`src/rtl/fmps_pkg.sv`:
```
// Package for the first-minimum parabolic search block: field widths,
// payload structs, register indexes, status codes and reset defaults.
// No dependencies.
package fmps_pkg;

    // Field widths fixed by the interface
    localparam int IN_W     = 16;
    localparam int SQ_W     = 31;             // |x|^2 of a Q2.14 value fits 31 bits
    localparam int MAG_W    = 32;             // squared modulus, Q4.28
    localparam int BIN_W    = 11;             // bin counter, saturates at 2047
    localparam int STEP_W   = 23;
    localparam int POS_W    = 24;
    localparam int STAT_W   = 2;
    localparam int NUM_W    = MAG_W + STEP_W; // |h * (g[b-1] - g[b+1])|
    localparam int DEN_W    = MAG_W + 1;      // |g[b-1] + g[b+1] - 2 g[b]|
    localparam int CFG_IDX_W = 2;
    localparam int CFG_DAT_W = 32;

    localparam int MAX_BINS_DEF    = 1024;
    localparam int QUEUE_DEPTH_DEF = 2;

    // Register indexes
    localparam logic [CFG_IDX_W-1:0] CFG_AXIS_LOW_EDGE = 2'd0;
    localparam logic [CFG_IDX_W-1:0] CFG_BIN_STEP      = 2'd1;
    localparam logic [CFG_IDX_W-1:0] CFG_CLIP_LIMIT    = 2'd2;
    localparam logic [CFG_IDX_W-1:0] CFG_ACCEPT_LIMIT  = 2'd3;

    // Register reset values
    localparam logic [POS_W-1:0]  AXIS_LOW_EDGE_RST = 24'd0;
    localparam logic [STEP_W-1:0] BIN_STEP_RST      = 23'd65536;
    localparam logic [MAG_W-1:0]  CLIP_LIMIT_RST    = 32'd805306368;
    localparam logic [MAG_W-1:0]  ACCEPT_LIMIT_RST  = 32'd268435456;

    // Result status codes
    localparam logic [STAT_W-1:0] ST_FOUND    = 2'd0;
    localparam logic [STAT_W-1:0] ST_NONE     = 2'd1;
    localparam logic [STAT_W-1:0] ST_ZERO_DEN = 2'd2;

    typedef struct packed {
        logic signed [IN_W-1:0] real_part;
        logic signed [IN_W-1:0] imag_part;
        logic                   last_bin;
    } in_item_t;

    typedef struct packed {
        logic signed [POS_W-1:0] minimum_position;
        logic [STAT_W-1:0]       search_status;
    } result_t;

    typedef struct packed {
        logic signed [POS_W-1:0] axis_low_edge;
        logic [STEP_W-1:0]       bin_step;
        logic [MAG_W-1:0]        clip_limit;
        logic [MAG_W-1:0]        accept_limit;
    } cfg_t;

    // One finished profile handed from the front end to the back end
    typedef struct packed {
        logic             found;
        logic [BIN_W-1:0] bin;
        logic [MAG_W-1:0] g_prev;
        logic [MAG_W-1:0] g_mid;
        logic [MAG_W-1:0] g_next;
    } job_t;

endpackage

```
`src/rtl/fmps_queue.sv`:
```
// Short job queue between the front and back ends.
// Depends on fmps_pkg.
module fmps_queue #(
    parameter int DEPTH = fmps_pkg::QUEUE_DEPTH_DEF
) (
    input  logic           aclk,
    input  logic           aresetn,
    input  logic           push,
    output logic           in_ready,
    input  fmps_pkg::job_t push_data,
    input  logic           pop,
    output logic           out_valid,
    output fmps_pkg::job_t pop_data
);
    import fmps_pkg::*;

    localparam int PTR_W = (DEPTH > 1) ? $clog2(DEPTH) : 1;
    localparam int CNT_W = $clog2(DEPTH + 1);
    localparam logic [PTR_W-1:0] LastPtr = PTR_W'(DEPTH - 1);
    localparam logic [CNT_W-1:0] Full    = CNT_W'(DEPTH);

    job_t             mem_reg [DEPTH];
    logic [PTR_W-1:0] wr_ptr_reg;
    logic [PTR_W-1:0] rd_ptr_reg;
    logic [CNT_W-1:0] count_reg;
    logic             do_push;
    logic             do_pop;

    assign in_ready  = (count_reg != Full);
    assign out_valid = (count_reg != '0);
    assign pop_data  = mem_reg[rd_ptr_reg];
    assign do_push   = push && in_ready;
    assign do_pop    = pop && out_valid;

    always_ff @(posedge aclk) begin
        if (!aresetn) begin
            wr_ptr_reg <= '0;
            rd_ptr_reg <= '0;
            count_reg  <= '0;
        end else begin
            if (do_push) begin
                wr_ptr_reg <= (wr_ptr_reg == LastPtr) ? '0 : wr_ptr_reg + 1'b1;
            end
            if (do_pop) begin
                rd_ptr_reg <= (rd_ptr_reg == LastPtr) ? '0 : rd_ptr_reg + 1'b1;
            end
            if (do_push && !do_pop) begin
                count_reg <= count_reg + 1'b1;
            end else if (do_pop && !do_push) begin
                count_reg <= count_reg - 1'b1;
            end
        end
        if (do_push) begin
            mem_reg[wr_ptr_reg] <= push_data;
        end
    end

endmodule

```
`config.mk`:
```
export PLATFORM = sky130hd
export DESIGN_NAME = fmps_queue
export DESIGN_NICKNAME = d
export VERILOG_FILES = /design/src/rtl/fmps_pkg.sv /design/src/rtl/fmps_queue.sv
export SDC_FILE = /design/constraint.sdc
export NUM_CORES = 1
export LEC_CHECK = 0
export ABC_AREA = 1
export BUFFER_PORTS_ARGS = -buffer_cell sky130_fd_sc_hd__buf_2
export CORE_UTILIZATION = 51
export CTS_CLUSTER_DIAMETER = 80
export CTS_CLUSTER_SIZE = 10
export DETAILED_ROUTE_END_ITERATION = 8
export PLACE_DENSITY = 0.78
export REMOVE_ABC_BUFFERS = 1
export SLEW_MARGIN = 0
export SYNTH_ARGS = -nofsm -noshare
export SYNTH_HDL_FRONTEND = slang
export SYNTH_SLANG_ARGS = --single-unit
```
`constraint.sdc`:
```
create_clock -name aclk -period 10.7 [get_ports aclk]
set_input_delay 2.14 -clock aclk [delete_from_list [all_inputs] [get_ports aclk]]
set_output_delay 2.14 -clock aclk [all_outputs]
set_load 0.01 [all_outputs]
```
==> flow_summary_export.csv <==
group,metric,value,unit
run_status,status,"finished, final reports clean",
sta,fmax,207,MHz
grt,grt_pass1_vias,4427,
sta,setup_tns,0,ns
place,dp_hpwl,9580,µm
yosys,syn_inst,373,
worst_setup_path,slowest_delay,0.82,ns
yosys,netlist.area_leader.share,0.800,
grt,antenna_found_initial,1,
floorplanning,dieArea,16400,µm²
yosys,synth_area,8100,µm²
place,dp_slack,5.98,ns
worst_setup_path,path_max_fanout,57,
grt,overflow,0,
worst_setup_path,endpoint_kind,"output port",
place,port-buffer-count,221,
clock_network,clockBufferDepth,3,
final_layout,syn_to_final_growth,25.7,%
pwr,ir_worst_vdd,0.155,mV
sta,worst_pin_slew,1.21,ns
yosys,synth-edff-count,216,
floorplanning,die_height,128,µm
floorplanning,core,15400,µm²
worst_hold_path,hold_class,"reg -> reg",
floorplanning,start_util,0.527,
clock_network,cts.hold.buffers_added,0,
detailed_routing,finalWirelength,14600,µm
sta,finalHoldViolCount,0,
final_layout,nFillCells,1046,
clock_network,cts-buffers-inserted,26,
sta,period_minus_slack,4.83,ns
clock_network,root_buffer,"clkbuf_16",
yosys,synth_area_per_cell,21.7,µm²
floorplanning,row_count,45,
detailed_routing,firstDrtPassIters,4,
detailed_routing,vias,4219,
final_layout,final_nets,726,
detailed_routing,ant_nets,0,
clock_network,cts_setup_buffers,0,
grt,grtUsageTotal,0.174,
detailed_routing,vias_per_cell,5.00,
yosys,ys_ff_latch,221,
worst_setup_path,cp_cell_sequence,"buf_4, mux2_2, buf_2",
floorplanning,die_w,128,µm
sta,relSlewSlack,0.195,
clock_network,ctsHtreeMaxLevel,1,
detailed_routing,drt_iter0_markers,174,
flow_run,maxCapViolCount,0,
yosys,ys_warn_count,0,
sta,grt_setup_unrepaired,"no",
clock_network,cts_tree,"yes",
worst_setup_path,cp.required,8.56,ns
pwr,p_per_area,238,nW/µm²
clock_network,clock_latency,0.49,ns
sta,final_max_slew_viol_count,0,
clock_network,cts.sinks,221,
yosys,synth_common_cells,"216 x edfxtp_1, 88 x mux2_2, 20 x mux2_4",
floorplanning,io_pins,222,
worst_setup_path,cp_slowest_cell,"dfxtp_4",
clock_network,path_clk_slew,0.05,ns
worst_setup_path,worstSetupPathType,"reg -> out",
sta,setup-violations-final,0,
sta,skew,0.00757,ns
grt,grt_max_degree,69,
final_layout,n_antenna_cell,0,
yosys,dominantRegCellSynth,"edfxtp_1",
grt,grt_pass1_wl,21900,µm
sta,worst_slack,5.87,ns
yosys,yosysSeqAreaShare,0.813,
detailed_routing,wire_per_inst,17.3,µm
place,place_congestion,0.721,
worst_setup_path,crit_path_start_kind,"flop",
yosys,yosysMostFrequentCell,"edfxtp_1",
final_layout,largest_reg_flops,216,
sta,min_period_over_period,0.451,
pwr,p_leak,3.86,nW
yosys,synth.area.top_cells,"edfxtp_1 80%, mux2_2 12%, mux2_4 3.7%",
yosys,async_flop_share,0,
detailed_routing,drc_errors,0,
worst_setup_path,critPathArrivalTime,2.69,ns
clock_network,cts_resized,0,
final_layout,drive_above_1_share,0.573,
yosys,post-synth-top-area-cell,"edfxtp_1",
yosys,ys_types,15,
[report_power, final]
| group | internal [W] | switching, W |
|---|---|---|
| Combinational | 0.000236 | 0.000267 |
| Clock | 0.000469 | 0.000304 |
| Sequential | 0.00110 | 0.0000500 |
[per-stage QoR]
stage / hold WS [ns] / util / std cells / total power, W / area (µm²)
6_report: 0.524 / 0.663 / 844 / 0.00242 / 10200
2_1_floorplan: 0.467 / - / 361 / 0.00150 / 8020
3_5_place_dp: 0.507 / 0.613 / 796 / 0.00167 / 9430
5_1_grt: 0.554 / 0.663 / 844 / 0.00253 / 10200
4_1_cts: 0.521 / 0.663 / 844 / 0.00245 / 10200
3_3_place_gp: 0.481 / 0.613 / 796 / 0.00165 / 9430
[layout by cell type (no fill, tap or decap), drive strengths merged, types with 2 or more instances in the layout]
cell,count
edfxtp,216
o21ai,2
nand2,9
clkbuf,47
buf,224
dfxtp,5
mux2,108
nor2,8
inv,9
[critical path, delay by kind of cell, from the launching register on]
kind | cells | cell delay [ns]
mux | 1 | 0.42
buf+inv | 2 | 0.90
flops | 1 | 0.82
[cell families (layout without fill, tap and decap cells)]
family / after synthesis / count (layout) / synth area share
buffers and inverters: 20 / 280 / 0.0142
adder cells (fa/ha/maj): 1 / 1 / 0.00154
AO/OA/AOI/OAI: 4 / 4 / 0.00278
multiplexers: 108 / 108 / 0.159
flip-flops: 221 / 221 / 0.813
AND/OR/NAND/NOR: 19 / 19 / 0.00926
[cell type report]
cell class	count	area, µm²	area share
clock inverters	1	8.76	0.000860
repair buffers	224	1130	0.111
flip-flops and latches	221	6590	0.647
well taps	211	264	0.0259
multi-input cells	132	1420	0.139
clock buffers	47	751	0.0737
inverters	8	30.0	0.00295
[worst paths after layout]
check | cells after the start | endpoint | from | slack (ns)
worst max-delay path | 3 | pop_data[55] | flop | 5.87
worst min-delay path | 2 | flop | rd_ptr_reg$_SDFFE_PN0P_ | 0.52
worst max register to register | 5 | mem_reg[0][12]$_DFFE_PP_ | count_reg[0]$_SDFFE_PN0P_ | 7.74
worst min register to register | 2 | flop | rd_ptr_reg$_SDFFE_PN0P_ | 0.52
[layer usage]
layer,up-vias,track usage,wire length (µm)
met5,-,0,10
met2,174,0.315,7650
met3,22,0.0509,1150
li1,1952,-,-
met4,2,0.0588,223
met1,2069,0.198,5570
Note: power is estimated with default switching activity, not from simulation.
