$ cat src/rtl/fmps_pkg.sv
// Package for the first-minimum parabolic search block: field widths,
// payload structs, register indexes, status codes and reset defaults.
// No dependencies.
package fmps_pkg;

    // Field widths fixed by the interface
    localparam int IN_W     = 16;
    localparam int SQ_W     = 31;             // |x|^2 of a Q2.14 value fits 31 bits
    localparam int MAG_W    = 32;             // squared modulus, Q4.28
    localparam int BIN_W    = 11;             // bin counter, saturates at 2047
    localparam int STEP_W   = 23;
    localparam int POS_W    = 24;
    localparam int STAT_W   = 2;
    localparam int NUM_W    = MAG_W + STEP_W; // |h * (g[b-1] - g[b+1])|
    localparam int DEN_W    = MAG_W + 1;      // |g[b-1] + g[b+1] - 2 g[b]|
    localparam int CFG_IDX_W = 2;
    localparam int CFG_DAT_W = 32;

    localparam int MAX_BINS_DEF    = 1024;
    localparam int QUEUE_DEPTH_DEF = 2;

    // Register indexes
    localparam logic [CFG_IDX_W-1:0] CFG_AXIS_LOW_EDGE = 2'd0;
    localparam logic [CFG_IDX_W-1:0] CFG_BIN_STEP      = 2'd1;
    localparam logic [CFG_IDX_W-1:0] CFG_CLIP_LIMIT    = 2'd2;
    localparam logic [CFG_IDX_W-1:0] CFG_ACCEPT_LIMIT  = 2'd3;

    // Register reset values
    localparam logic [POS_W-1:0]  AXIS_LOW_EDGE_RST = 24'd0;
    localparam logic [STEP_W-1:0] BIN_STEP_RST      = 23'd65536;
    localparam logic [MAG_W-1:0]  CLIP_LIMIT_RST    = 32'd805306368;
    localparam logic [MAG_W-1:0]  ACCEPT_LIMIT_RST  = 32'd268435456;

    // Result status codes
    localparam logic [STAT_W-1:0] ST_FOUND    = 2'd0;
    localparam logic [STAT_W-1:0] ST_NONE     = 2'd1;
    localparam logic [STAT_W-1:0] ST_ZERO_DEN = 2'd2;

    typedef struct packed {
        logic signed [IN_W-1:0] real_part;
        logic signed [IN_W-1:0] imag_part;
        logic                   last_bin;
    } in_item_t;

    typedef struct packed {
        logic signed [POS_W-1:0] minimum_position;
        logic [STAT_W-1:0]       search_status;
    } result_t;

    typedef struct packed {
        logic signed [POS_W-1:0] axis_low_edge;
        logic [STEP_W-1:0]       bin_step;
        logic [MAG_W-1:0]        clip_limit;
        logic [MAG_W-1:0]        accept_limit;
    } cfg_t;

    // One finished profile handed from the front end to the back end
    typedef struct packed {
        logic             found;
        logic [BIN_W-1:0] bin;
        logic [MAG_W-1:0] g_prev;
        logic [MAG_W-1:0] g_mid;
        logic [MAG_W-1:0] g_next;
    } job_t;

endpackage

$ cat src/rtl/fmps_front.sv
// Front end: squared modulus, clipping, three-bin window and first-minimum
// detection; emits one job per profile on the last bin.
// Depends on fmps_pkg.
module fmps_front #(
    parameter int MAX_BINS = fmps_pkg::MAX_BINS_DEF
) (
    input  logic               aclk,
    input  logic               aresetn,
    input  fmps_pkg::cfg_t     cfg,
    input  logic               s_valid,
    output logic               s_ready,
    input  fmps_pkg::in_item_t s_data,
    output logic               job_valid,
    input  logic               job_ready,
    output fmps_pkg::job_t     job
);
    import fmps_pkg::*;

    localparam logic [BIN_W-1:0] MaxBin = BIN_W'(MAX_BINS);
    localparam logic [BIN_W-1:0] MinBin = BIN_W'(4);
    localparam logic [BIN_W-1:0] CntMax = {BIN_W{1'b1}};

    // Square stage
    logic             sq_valid_reg;
    logic             sq_last_reg;
    logic [SQ_W-1:0]  sq_re_reg;
    logic [SQ_W-1:0]  sq_im_reg;

    // Profile state
    logic [MAG_W-1:0] win_reg [3];
    logic [BIN_W-1:0] cnt_reg;
    logic             found_reg;
    logic [BIN_W-1:0] cand_bin_reg;
    logic [MAG_W-1:0] cand_reg [3];

    logic signed [2*IN_W-1:0] prod_re;
    logic signed [2*IN_W-1:0] prod_im;
    logic [MAG_W-1:0] mag_raw;
    logic [MAG_W-1:0] mag;
    logic [BIN_W-1:0] cnt_next;
    logic             take;
    logic             advance;
    logic             fire;

    assign prod_re = s_data.real_part * s_data.real_part;
    assign prod_im = s_data.imag_part * s_data.imag_part;

    // The square stage holds only while a last beat waits on a full queue;
    // no beat is taken while reset is held
    assign advance   = !(sq_valid_reg && sq_last_reg && !job_ready);
    assign s_ready   = advance && aresetn;
    assign fire      = sq_valid_reg && advance;
    assign job_valid = sq_valid_reg && sq_last_reg;

    // Modulus, clip and candidate test
    always_comb begin
        mag_raw  = MAG_W'(sq_re_reg) + MAG_W'(sq_im_reg);
        mag      = (mag_raw > cfg.clip_limit) ? '0 : mag_raw;
        cnt_next = (cnt_reg == CntMax) ? cnt_reg : cnt_reg + 1'b1;
        take     = !found_reg && (cnt_next >= MinBin) && (cnt_next <= MaxBin)
                   && (win_reg[2] > win_reg[1]) && (mag > win_reg[1])
                   && (win_reg[1] < cfg.accept_limit);
    end

    // Job contents include a candidate taken in this very beat
    always_comb begin
        job.found  = found_reg || take;
        job.bin    = take ? cnt_next - BIN_W'(2) : cand_bin_reg;
        job.g_prev = take ? win_reg[0] : cand_reg[0];
        job.g_mid  = take ? win_reg[1] : cand_reg[1];
        job.g_next = take ? win_reg[2] : cand_reg[2];
    end

    // Square stage registers
    always_ff @(posedge aclk) begin
        if (!aresetn) begin
            sq_valid_reg <= 1'b0;
        end else if (advance) begin
            sq_valid_reg <= s_valid;
        end
        if (advance && s_valid) begin
            sq_last_reg <= s_data.last_bin;
            sq_re_reg   <= SQ_W'(unsigned'(prod_re));
            sq_im_reg   <= SQ_W'(unsigned'(prod_im));
        end
    end

    // Profile state update, cleared after the last bin
    always_ff @(posedge aclk) begin
        if (!aresetn || (fire && sq_last_reg)) begin
            for (int i = 0; i < 3; i++) begin
                win_reg[i]  <= '0;
                cand_reg[i] <= '0;
            end
            cnt_reg      <= '0;
            found_reg    <= 1'b0;
            cand_bin_reg <= '0;
        end else if (fire) begin
            win_reg[0] <= win_reg[1];
            win_reg[1] <= win_reg[2];
            win_reg[2] <= mag;
            cnt_reg    <= cnt_next;
            if (take) begin
                found_reg    <= 1'b1;
                cand_bin_reg <= job.bin;
                cand_reg[0]  <= win_reg[0];
                cand_reg[1]  <= win_reg[1];
                cand_reg[2]  <= win_reg[2];
            end
        end
    end

endmodule

$ cat config.mk
export PLATFORM = sky130hd
export DESIGN_NAME = fmps_front
export DESIGN_NICKNAME = d
export VERILOG_FILES = /design/src/rtl/fmps_pkg.sv /design/src/rtl/fmps_front.sv
export SDC_FILE = /design/constraint.sdc
export NUM_CORES = 2
export LEC_CHECK = 0
export BUFFER_PORTS_ARGS = -buffer_cell sky130_fd_sc_hd__buf_4
export CORE_ASPECT_RATIO = 1.5
export CORE_UTILIZATION = 48
export CTS_CLUSTER_DIAMETER = 60
export CTS_CLUSTER_SIZE = 8
export DETAILED_ROUTE_END_ITERATION = 10
export PLACE_DENSITY_LB_ADDON = 0.08
export SYNTH_ARGS = -nofsm -noshare
export SYNTH_HDL_FRONTEND = slang
export SYNTH_SLANG_ARGS = --single-unit
$ cat constraint.sdc
create_clock -name aclk -period 11.3 [get_ports aclk]
set_input_delay 0.565 -clock aclk [delete_from_list [all_inputs] [get_ports aclk]]
set_output_delay 0.565 -clock aclk [all_outputs]
set_load 0.03 [all_outputs]
==> reports/results.txt <==
final estimated routing congestion in global placement -> 0.891
share of layout cells above drive strength 1 -> 11.6%
sequential standard cell area -> 8080 um2
crit path time final -> 10,410 ps
overall die area -> 70,000 um2
Ys Warns -> 0
smallest setup slack after layout -> 890 ps
final setup violation count -> 0
total wire length -> 82.3 mm
cells on worst reg2reg path -> 30
initial antenna violation count -> 0
number of storage elements in the synthesis netlist -> 277
Crit Path Class -> reg2out
Relative slew margins -> 12.8%
result of the run -> completed
area inside the core boundary -> 68,100 um2
Startpoint Class -> register
Final #Nets -> 4,337
starting DRC count in detailed routing -> 1,095
count of buffers from port buffering -> 210
commonest non-fill, non-tap cell in the layout -> sky130_fd_sc_hd__inv_1
clock-pin slew reported for the worst setup and hold paths after clock tree synthesis -> 50 ps
Hold WC Path Type -> in2reg
required time of the critical path -> 10,740 ps
CTS tree -> built
minimum setup slack among reg-to-reg paths -> 1140 ps
total track usage -> 24.1%
hold path depth -> 1
R2R Path End -> cand_reg[0][65]
Worst Path Arrival -> 9850 ps
wire length of the first global-routing pass -> 131 mm
cell area after synthesis -> 33,100 um2
Worst Hold End -> sq_last_reg
clock tree root buffer cell -> sky130_fd_sc_hd__clkbuf_16
area grow syn2layout -> 10.8%
CTS-repair resized insts -> 0
total non-filler cell area in the finished layout -> 36,700 um2
top library cells by usage in the layout, fill and taps aside -> sky130_fd_sc_hd__inv_1, sky130_fd_sc_hd__fa_1, sky130_fd_sc_hd__ha_1
Avg Synthesized Cell Area -> 10.2 um2
number of buffers inserted during clock tree synthesis -> 41
most used cell along the critical path -> sky130_fd_sc_hd__ha_1
share of the yosys chip area belonging to registers -> 24.4%
biggest area contributors in the synthesized netlist -> sky130_fd_sc_hd__fa_1, sky130_fd_sc_hd__edfxtp_1, sky130_fd_sc_hd__ha_1
count of flip-flops with a built-in enable after synthesis -> 253
Clk Latency, worst-skew pair -> 550 ps
post-detailed-placement half-perimeter wirelength -> 66.5 mm
via count of the first global-routing pass -> 25,300
worst path bufs/invs -> 4
IO Pins -> 258
total of max-cap violations -> 0
maximum count of clock buffers along a single path -> 3
cell accounting for the most synthesized area -> sky130_fd_sc_hd__fa_1
Setup Fix Bufs, Post-CTS -> 0
antenna diode instance count -> 0
slowest stage cell on the critical path -> sky130_fd_sc_hd__o31a_1
area share of the leading cell type in the synthesized netlist -> 28.1%
Crit Reg-Reg Startpoint -> sq_re_reg[13]
maximum fanout along the worst path -> 87
DR pass1 iterations -> 8
multi-input logic area -> 21,900 um2
category of cells accounting for the largest share of critical-path delay -> compound AO/OA/AOI/OAI gates
detailed-route DRC error count -> 0
width of the die -> 216 um
GRT overflow -> 0
maximum clock frequency -> 96.1 MHz
Area after DPL -> 35,500 um2
RSZ-0062 raised after global routing -> false
initial standard-cell utilization of the core -> 48.6%
average wire per standard cell -> 19.1 um
library cells used by synthesis -> 67
prevailing post-synth register cell -> sky130_fd_sc_hd__edfxtp_1
Post-Place Worst Slack -> 1260 ps
source of the worst hold timing path -> s_data[0]
total vias in the final route -> 23,000
average via count per standard cell -> 5.32
Largest stage delay, worst path -> 1000 ps
Antenna Nets Post-Route -> 0
Synth Net Count -> 4,178
Hold Fails Final Rpt -> 0
post-synthesis cell count -> 3,239
maximum number of pins on one net before global-route repair -> 122
Fill cells -> 6,129
final worst path period share -> 92.1%
H-tree depth reported by CTS -> 2
max-slew violation count -> 0
number of placement rows -> 117
CTS hold repair buffers -> 0
fraction of registers with async set or reset after synthesis -> 0%
sink count of the clock tree -> 277
summed negative setup slack over all endpoints -> 0 ps
Die Y-Extent -> 324 um
transition time at the pin with the least slew margin -> 1310 ps
clock skew after layout -> 18.2 ps
crit path capture type -> primary output
share of the core filled with cells in the final layout -> 53.9%
[per-layer routing]
metal  global-route usage [%]  wire length [um]  up-vias
met2                     47.8             45900      531
li1                         -                 -    10700
met1                     26.7             30800    11600
met3                     1.66              2880      145
met4                     8.11              2680        0
met5                        0                 0        -
[area by class of cell]
type                    instances  area share (%)
clock inverters                 5           0.286
repair buffers                220            4.57
clock buffers                  66            3.05
flip-flops and latches        277            22.0
multi-input cells            2132            59.6
well taps                     892            3.04
inverters                     726            7.43
[logic make-up (layout without fill, tap and decap cells)]
group	count (synthesis)	after routing	synth area share, %
buffers and inverters	830	1017	9.66
adder cells (fa/ha/maj)	791	791	40.4
AND/OR/NAND/NOR	788	788	12.3
AO/OA/AOI/OAI	331	331	6.55
flip-flops	277	277	24.4
XOR/XNOR	112	112	2.96
multiplexers	110	110	3.75
[worst max-delay path by stage]
stage          slack [ps]  depth (start not counted)               to     startpoint
6_report              890                         30          job[29]  sq_re_reg[13]
5_1_grt               130                         30          job[29]  sq_re_reg[13]
4_1_cts               970                         29          job[23]  sq_re_reg[13]
3_5_place_dp         1260                         30  cand_reg[0][67]  sq_re_reg[13]
3_3_place_gp         1450                         30  cand_reg[0][66]  sq_re_reg[13]
2_1_floorplan        2780                         33   cand_reg[0][0]  sq_re_reg[13]
[synth_stat cells (all sizes together) (12+ instances only)]
library cell    n
a211oi         13
a31oi          15
ha            327
fa            464
a21oi          91
edfxtp        253
nand2         178
o21a           16
nor3           57
mux2          108
and2          157
inv           724
xnor2          70
o21ai          57
nand3          24
nor2          150
xor2           42
nand4          33
nand2b         30
clkbuf         76
a21o           63
o21bai         12
or2            12
nor2b          24
dfxtp          24
and3           92
buf            28
[metrics by stage]
stage               hold slack (ps)  cells
floorplan                       421   3239
global placement                445   4247
detailed placement              440   4247
CTS                             161   4318
global route                    182   4318
finish                          193   4318
[worst reg2reg max path: cells and delay by family, from the launching register on]
family,cells,cell delay (ps)
AO/OA/AOI/OAI,13,4450
AND/OR/NAND/NOR,9,2160
buffers and inverters,4,1470
adder cells (fa/ha/maj),3,1010
XOR/XNOR,1,390
flip-flops,1,380
Power is not shown: default switching activity piles up to over one toggle a cycle in this logic, so the estimate is an artifact.
