### src/rtl/fmps_pkg.sv
// Package for the first-minimum parabolic search block: field widths,
// payload structs, register indexes, status codes and reset defaults.
// No dependencies.
package fmps_pkg;

    // Field widths fixed by the interface
    localparam int IN_W     = 16;
    localparam int SQ_W     = 31;             // |x|^2 of a Q2.14 value fits 31 bits
    localparam int MAG_W    = 32;             // squared modulus, Q4.28
    localparam int BIN_W    = 11;             // bin counter, saturates at 2047
    localparam int STEP_W   = 23;
    localparam int POS_W    = 24;
    localparam int STAT_W   = 2;
    localparam int NUM_W    = MAG_W + STEP_W; // |h * (g[b-1] - g[b+1])|
    localparam int DEN_W    = MAG_W + 1;      // |g[b-1] + g[b+1] - 2 g[b]|
    localparam int CFG_IDX_W = 2;
    localparam int CFG_DAT_W = 32;

    localparam int MAX_BINS_DEF    = 1024;
    localparam int QUEUE_DEPTH_DEF = 2;

    // Register indexes
    localparam logic [CFG_IDX_W-1:0] CFG_AXIS_LOW_EDGE = 2'd0;
    localparam logic [CFG_IDX_W-1:0] CFG_BIN_STEP      = 2'd1;
    localparam logic [CFG_IDX_W-1:0] CFG_CLIP_LIMIT    = 2'd2;
    localparam logic [CFG_IDX_W-1:0] CFG_ACCEPT_LIMIT  = 2'd3;

    // Register reset values
    localparam logic [POS_W-1:0]  AXIS_LOW_EDGE_RST = 24'd0;
    localparam logic [STEP_W-1:0] BIN_STEP_RST      = 23'd65536;
    localparam logic [MAG_W-1:0]  CLIP_LIMIT_RST    = 32'd805306368;
    localparam logic [MAG_W-1:0]  ACCEPT_LIMIT_RST  = 32'd268435456;

    // Result status codes
    localparam logic [STAT_W-1:0] ST_FOUND    = 2'd0;
    localparam logic [STAT_W-1:0] ST_NONE     = 2'd1;
    localparam logic [STAT_W-1:0] ST_ZERO_DEN = 2'd2;

    typedef struct packed {
        logic signed [IN_W-1:0] real_part;
        logic signed [IN_W-1:0] imag_part;
        logic                   last_bin;
    } in_item_t;

    typedef struct packed {
        logic signed [POS_W-1:0] minimum_position;
        logic [STAT_W-1:0]       search_status;
    } result_t;

    typedef struct packed {
        logic signed [POS_W-1:0] axis_low_edge;
        logic [STEP_W-1:0]       bin_step;
        logic [MAG_W-1:0]        clip_limit;
        logic [MAG_W-1:0]        accept_limit;
    } cfg_t;

    // One finished profile handed from the front end to the back end
    typedef struct packed {
        logic             found;
        logic [BIN_W-1:0] bin;
        logic [MAG_W-1:0] g_prev;
        logic [MAG_W-1:0] g_mid;
        logic [MAG_W-1:0] g_next;
    } job_t;

endpackage

### src/rtl/fmps_back.sv
// Back end: parabola refinement of one job with a bit-serial divider,
// rounding, saturation and the output register.
// Depends on fmps_pkg.
module fmps_back (
    input  logic              aclk,
    input  logic              aresetn,
    input  fmps_pkg::cfg_t    cfg,
    input  logic              job_valid,
    output logic              job_pop,
    input  fmps_pkg::job_t    job,
    output logic              m_valid,
    input  logic              m_ready,
    output fmps_pkg::result_t m_data
);
    import fmps_pkg::*;

    localparam int A_W   = BIN_W + 1 + STEP_W;   // (2b-1) h
    localparam int Q_W   = NUM_W + 1;            // signed quotient
    localparam int S_W   = Q_W + 2;              // sum of centre and offset
    localparam int DC_W  = $clog2(NUM_W + 1);
    localparam logic [DC_W-1:0] DivSteps = DC_W'(NUM_W);
    localparam logic signed [S_W-1:0] PosMax = S_W'((64'sd1 <<< (POS_W - 1)) - 64'sd1);
    localparam logic signed [S_W-1:0] PosMin = -PosMax - S_W'(1);

    typedef enum logic [4:0] {
        BK_IDLE = 5'b00001,
        BK_PREP = 5'b00010,
        BK_MULT = 5'b00100,
        BK_DIV  = 5'b01000,
        BK_DONE = 5'b10000
    } bk_state_t;

    bk_state_t state_reg;
    bk_state_t state_next;

    job_t                    job_reg;
    logic signed [DEN_W:0]   d_reg;
    logic signed [MAG_W:0]   diff_reg;
    logic [DEN_W-1:0]        den_reg;
    logic [A_W-1:0]          a_reg;
    logic                    neg_reg;
    logic [STAT_W-1:0]       status_reg;
    logic [DEN_W:0]          rem_reg;
    logic [NUM_W-1:0]        quo_reg;
    logic [DC_W-1:0]         div_cnt_reg;
    logic                    out_valid_reg;
    result_t                 out_reg;

    logic signed [DEN_W:0]   d_next;
    logic signed [MAG_W:0]   diff_next;
    logic [MAG_W:0]          abs_diff;
    logic [DEN_W:0]          abs_d;
    logic [NUM_W-1:0]        num_next;
    logic [BIN_W:0]          odd_bin;
    logic [A_W-1:0]          a_next;
    logic [DEN_W:0]          shifted;
    logic                    ge;
    logic signed [Q_W-1:0]   q_pos;
    logic signed [Q_W-1:0]   q_signed;
    logic signed [S_W-1:0]   half;
    logic signed [S_W-1:0]   v_full;
    logic signed [POS_W-1:0] pos_sat;
    logic                    out_load;

    assign job_pop = (state_reg == BK_IDLE) && job_valid;
    assign m_valid = out_valid_reg;
    assign m_data  = out_reg;

    // Denominator and difference
    always_comb begin
        d_next    = $signed({2'b00, job_reg.g_prev}) + $signed({2'b00, job_reg.g_next})
                    - $signed({1'b0, job_reg.g_mid, 1'b0});
        diff_next = $signed({1'b0, job_reg.g_prev}) - $signed({1'b0, job_reg.g_next});
    end

    // Magnitudes, numerator product and centre product
    always_comb begin
        abs_diff = diff_reg[MAG_W] ? unsigned'(-diff_reg) : unsigned'(diff_reg);
        abs_d    = d_reg[DEN_W] ? unsigned'(-d_reg) : unsigned'(d_reg);
        num_next = abs_diff[MAG_W-1:0] * cfg.bin_step;
        odd_bin  = {job_reg.bin, 1'b0} - (BIN_W+1)'(1);
        a_next   = odd_bin * cfg.bin_step;
    end

    // One restoring division step
    always_comb begin
        shifted = {rem_reg[DEN_W-1:0], quo_reg[NUM_W-1]};
        ge      = (shifted >= {1'b0, den_reg});
    end

    // Floor quotient, half-step rounding and saturation
    always_comb begin
        q_pos    = $signed({1'b0, quo_reg});
        q_signed = neg_reg ? (-q_pos - Q_W'(rem_reg != '0)) : q_pos;
        half     = ($signed({{(S_W-A_W){1'b0}}, a_reg})
                    + $signed({{(S_W-Q_W){q_signed[Q_W-1]}}, q_signed})
                    + S_W'(1)) >>> 1;
        v_full   = half + $signed({{(S_W-POS_W){cfg.axis_low_edge[POS_W-1]}},
                                   cfg.axis_low_edge});
        if (v_full > PosMax) begin
            pos_sat = PosMax[POS_W-1:0];
        end else if (v_full < PosMin) begin
            pos_sat = PosMin[POS_W-1:0];
        end else begin
            pos_sat = v_full[POS_W-1:0];
        end
    end

    assign out_load = (state_reg == BK_DONE) && (!out_valid_reg || m_ready);

    // Sequencer
    always_comb begin
        state_next = state_reg;
        case (state_reg)
            BK_IDLE: begin
                if (job_valid) state_next = BK_PREP;
            end
            BK_PREP: begin
                state_next = BK_MULT;
            end
            BK_MULT: begin
                if (!job_reg.found || d_reg == '0) state_next = BK_DONE;
                else state_next = BK_DIV;
            end
            BK_DIV: begin
                if (div_cnt_reg == DC_W'(1)) state_next = BK_DONE;
            end
            BK_DONE: begin
                if (out_load) state_next = BK_IDLE;
            end
            default: begin
                state_next = BK_IDLE;
            end
        endcase
    end

    always_ff @(posedge aclk) begin
        if (!aresetn) begin
            state_reg <= BK_IDLE;
        end else begin
            state_reg <= state_next;
        end
    end

    // Datapath registers
    always_ff @(posedge aclk) begin
        if (job_pop) begin
            job_reg <= job;
        end
        if (state_reg == BK_PREP) begin
            d_reg    <= d_next;
            diff_reg <= diff_next;
        end
        if (state_reg == BK_MULT) begin
            den_reg     <= abs_d[DEN_W-1:0];
            a_reg       <= a_next;
            neg_reg     <= diff_reg[MAG_W] ^ d_reg[DEN_W];
            rem_reg     <= '0;
            quo_reg     <= num_next;
            div_cnt_reg <= DivSteps;
            if (!job_reg.found) begin
                status_reg <= ST_NONE;
            end else if (d_reg == '0) begin
                status_reg <= ST_ZERO_DEN;
            end else begin
                status_reg <= ST_FOUND;
            end
        end
        if (state_reg == BK_DIV) begin
            rem_reg     <= ge ? shifted - {1'b0, den_reg} : shifted;
            quo_reg     <= {quo_reg[NUM_W-2:0], ge};
            div_cnt_reg <= div_cnt_reg - 1'b1;
        end
    end

    // Output register; the next job may already be in progress behind it
    always_ff @(posedge aclk) begin
        if (!aresetn) begin
            out_valid_reg <= 1'b0;
        end else if (out_load) begin
            out_valid_reg <= 1'b1;
        end else if (m_ready) begin
            out_valid_reg <= 1'b0;
        end
        if (out_load) begin
            out_reg.search_status    <= status_reg;
            out_reg.minimum_position <= (status_reg == ST_FOUND) ? pos_sat : '0;
        end
    end

endmodule

### config.mk
export PLATFORM = sky130hd
export DESIGN_NAME = fmps_back
export DESIGN_NICKNAME = d
export VERILOG_FILES = /design/src/rtl/fmps_pkg.sv /design/src/rtl/fmps_back.sv
export SDC_FILE = /design/constraint.sdc
export NUM_CORES = 2
export LEC_CHECK = 0
export BUFFER_PORTS_ARGS = -buffer_cell sky130_fd_sc_hd__buf_4
export CAP_MARGIN = 10
export CORE_UTILIZATION = 26
export CTS_CLUSTER_DIAMETER = 100
export DETAILED_ROUTE_END_ITERATION = 12
export HOLD_SLACK_MARGIN = 0.06
export SLEW_MARGIN = 0
export SYNTH_ARGS = -nofsm -noshare
export SYNTH_HDL_FRONTEND = slang
export SYNTH_SLANG_ARGS = --single-unit
### constraint.sdc
create_clock -name aclk -period 14.6 [get_ports aclk]
set_input_delay 2.19 -clock aclk [delete_from_list [all_inputs] [get_ports aclk]]
set_output_delay 2.19 -clock aclk [all_outputs]
set_load 0.01 [all_outputs]
==> results.sh <==
export IMPL_wirelength_um=182000
export IMPL_cts_buffers=45
export IMPL_syn_nets=8347
export IMPL_cts_tree="done"
export IMPL_core_area_um2=230000
export IMPL_grt_pass1_wl_um=285000
export IMPL_remaining_drc_errors=0
export IMPL_outcome="finished, final reports clean"
export IMPL_cts_sinks=372
export IMPL_multi_input_area_um2=44200
export IMPL_insertion_delay_ns=0.66
export IMPL_synth_ff_type="edfxtp_1"
export IMPL_path_common_cell="ha_1"
export IMPL_track_usage_pct=15.4
export IMPL_final_setup_viol_count=0
export IMPL_synth_cell_types=83
export IMPL_fin_nets=8377
export IMPL_postCtsSetupRepairBufs=0
export IMPL_area_delta_synth_final_pct=11.0
export IMPL_synth_seq_area_share_pct=18.4
export IMPL_max_clock_freq_mhz=82.8
export IMPL_drtIter0Drc=3392
export IMPL_start_util_pct=26.2
export IMPL_finalClockSkew_ns=0.0476
export IMPL_largest_reg_flops=108
export IMPL_fin_tns_setup_ns=0
export IMPL_critical_path_class="reg2reg"
export IMPL_cts_hold_buf=0
export IMPL_final_cells=9838
export IMPL_grt_pass1_vias=49400
export IMPL_crit_arrival_ns=12.41
export IMPL_drive_above_1_share_pct=6.21
export IMPL_syn_area_um2=60300
export IMPL_fin_crit_sh_pct=82.7
export IMPL_overflow=0
export IMPL_crit_fanout=15
export IMPL_slew_headroom_pct=14.6
export IMPL_crit_path_top_delay_cell="o311ai_2"
export IMPL_ys_warn_count=0
export IMPL_final_util_pct=29.1
export IMPL_worstHoldPathType="reg2reg"
export IMPL_dieWidth_um=484
export IMPL_dieArea_um2=234000
export IMPL_num_vias=47700
export IMPL_antenna_found_initial=5
export IMPL_ios=251
export IMPL_dpl_cell_area_um2=65300
export IMPL_max_slew_worst_pin_slew_ns=1.27
export IMPL_maxCapViolations=0
export IMPL_max_clock_path_buffers=3
export IMPL_dpl_cell_count=9753
export IMPL_clkTransAtPathRegs_ns=0.06
export IMPL_port_buffer_count=186
export IMPL_die_y_um=484
export IMPL_register_area_um2=11100
export IMPL_postCtsResizedCells=0
export IMPL_crit_buf_inv=2
export IMPL_postLayoutCellArea_um2=66900
export IMPL_ys_ff_latch=372
export IMPL_cp_required_ns=14.94
export IMPL_wire_per_inst_um=18.5
export IMPL_drtPass1Iterations=7
export IMPL_min_period_ns=12.07
export IMPL_crit_path_end_kind="flip-flop"
export IMPL_synthCells=6745
export IMPL_via_per_inst=4.85
export IMPL_num_rows=176
export IMPL_synth_async_reset_ratio_pct=0
export IMPL_ant_nets=0
export IMPL_slew_violations=0
export IMPL_synth_avg_cell_area_um2=8.94
export IMPL_rsz0062_at_grt="false"
export IMPL_critPathTopFamily="simple AND/OR/NAND/NOR gates"
export IMPL_globalplace_congestion=0.896
export IMPL_cp_start_kind="flip-flop"
export IMPL_synth_edf_count=366
export IMPL_htreeDepth=2
export IMPL_n_fill_cell=24200
export IMPL_critical_path_max_stage_delay_ns=0.86
export IMPL_finalHoldViolations=0
export IMPL_dp_hpwl_um=146000
export IMPL_root_buffer="clkbuf_16"
export IMPL_grt_max_degree=89
==> synthesized netlist by cell type, types with 79 or more instances <==
cell type / count / area share (%)
a21o_1: 151 / 1.9
and2_1: 153 / 1.6
o21ai_0: 239 / 2.0
inv_1: 1151 / 7.2
nor3_1: 79 / 0.66
nand3_1: 105 / 0.87
nand2_1: 1004 / 6.2
ha_1: 507 / 11
xor2_1: 101 / 1.5
clkbuf_1: 261 / 1.6
nor2_1: 374 / 2.3
fa_1: 872 / 29
a21oi_1: 319 / 2.6
edfxtp_1: 366 / 18
xnor2_1: 259 / 3.8
==> final timing paths <==
check | from | endpoint | slack [ns] | cells after the start
setup / recovery | rem_reg[0] | m_data[15] | 2.53 | 40
hold / removal | status_reg[1] | m_data[1] | 0.54 | 0
setup reg to reg | rem_reg[0] | m_data[15] | 2.53 | 40
hold reg to reg | status_reg[1] | m_data[1] | 0.54 | 0
==> cells in the final DEF (no fill, tap or decap), drive strengths merged, types with 46 or more instances in the layout <==
cell type | synthesis | layout
edfxtp | 366 | 366
inv | 1152 | 1156
a21oi | 320 | 320
buf | 9 | 253
nor3 | 79 | 79
a21o | 151 | 151
nand3 | 105 | 105
nand4 | 46 | 46
nand2 | 1005 | 1005
nand2b | 68 | 68
and2 | 153 | 153
xor2 | 101 | 101
o21ai | 240 | 240
xnor2 | 259 | 259
nor2 | 375 | 375
clkbuf | 261 | 57
nor2b | 47 | 47
o21bai | 58 | 58
ha | 507 | 507
fa | 872 | 872
==> through the flow <==
stage	hold slack (ns)	setup slack [ns]
floorplan	0.442	5.10
global placement	0.526	2.54
detailed placement	0.531	2.51
CTS	0.545	2.44
global route	0.550	1.50
finish	0.537	2.53
==> cell families (layout without fill, tap and decap cells) <==
| family | count (synthesis) | after routing | share of synthesized area [%] |
|---|---|---|---|
| AO/OA/AOI/OAI | 1105 | 1105 | 11.7 |
| XOR/XNOR | 360 | 360 | 5.23 |
| adder cells (fa/ha/maj) | 1379 | 1379 | 39.5 |
| buffers and inverters | 1423 | 1489 | 8.85 |
| flip-flops | 372 | 372 | 18.4 |
| multiplexers | 46 | 46 | 0.765 |
| other | 0 | 1 | 0 |
| AND/OR/NAND/NOR | 2060 | 2060 | 15.5 |
==> routing by layer <==
layer	GRT usage [%]	vias up	share of wire (%)
li1	-	22000	-
met1	20.3	24000	44
met2	26.1	1459	47
met3	1.99	284	5.8
met4	4.78	4	3.2
met5	0	-	0.015
==> area by class of cell <==
| class | instances | area share, % |
|---|---|---|
| clock buffer | 57 | 1.81 |
| timing repair buffer | 253 | 2.86 |
| tap | 3026 | 5.66 |
| clock inverter | 26 | 0.516 |
| inverter | 1153 | 6.47 |
| multi-input combinational | 4950 | 66.1 |
| sequential | 372 | 16.6 |
| antenna | 1 | 0.00374 |
Power is left out: the tool's default activity adds up to more than one toggle a clock period on the data nets, which glitch-free logic cannot reach.
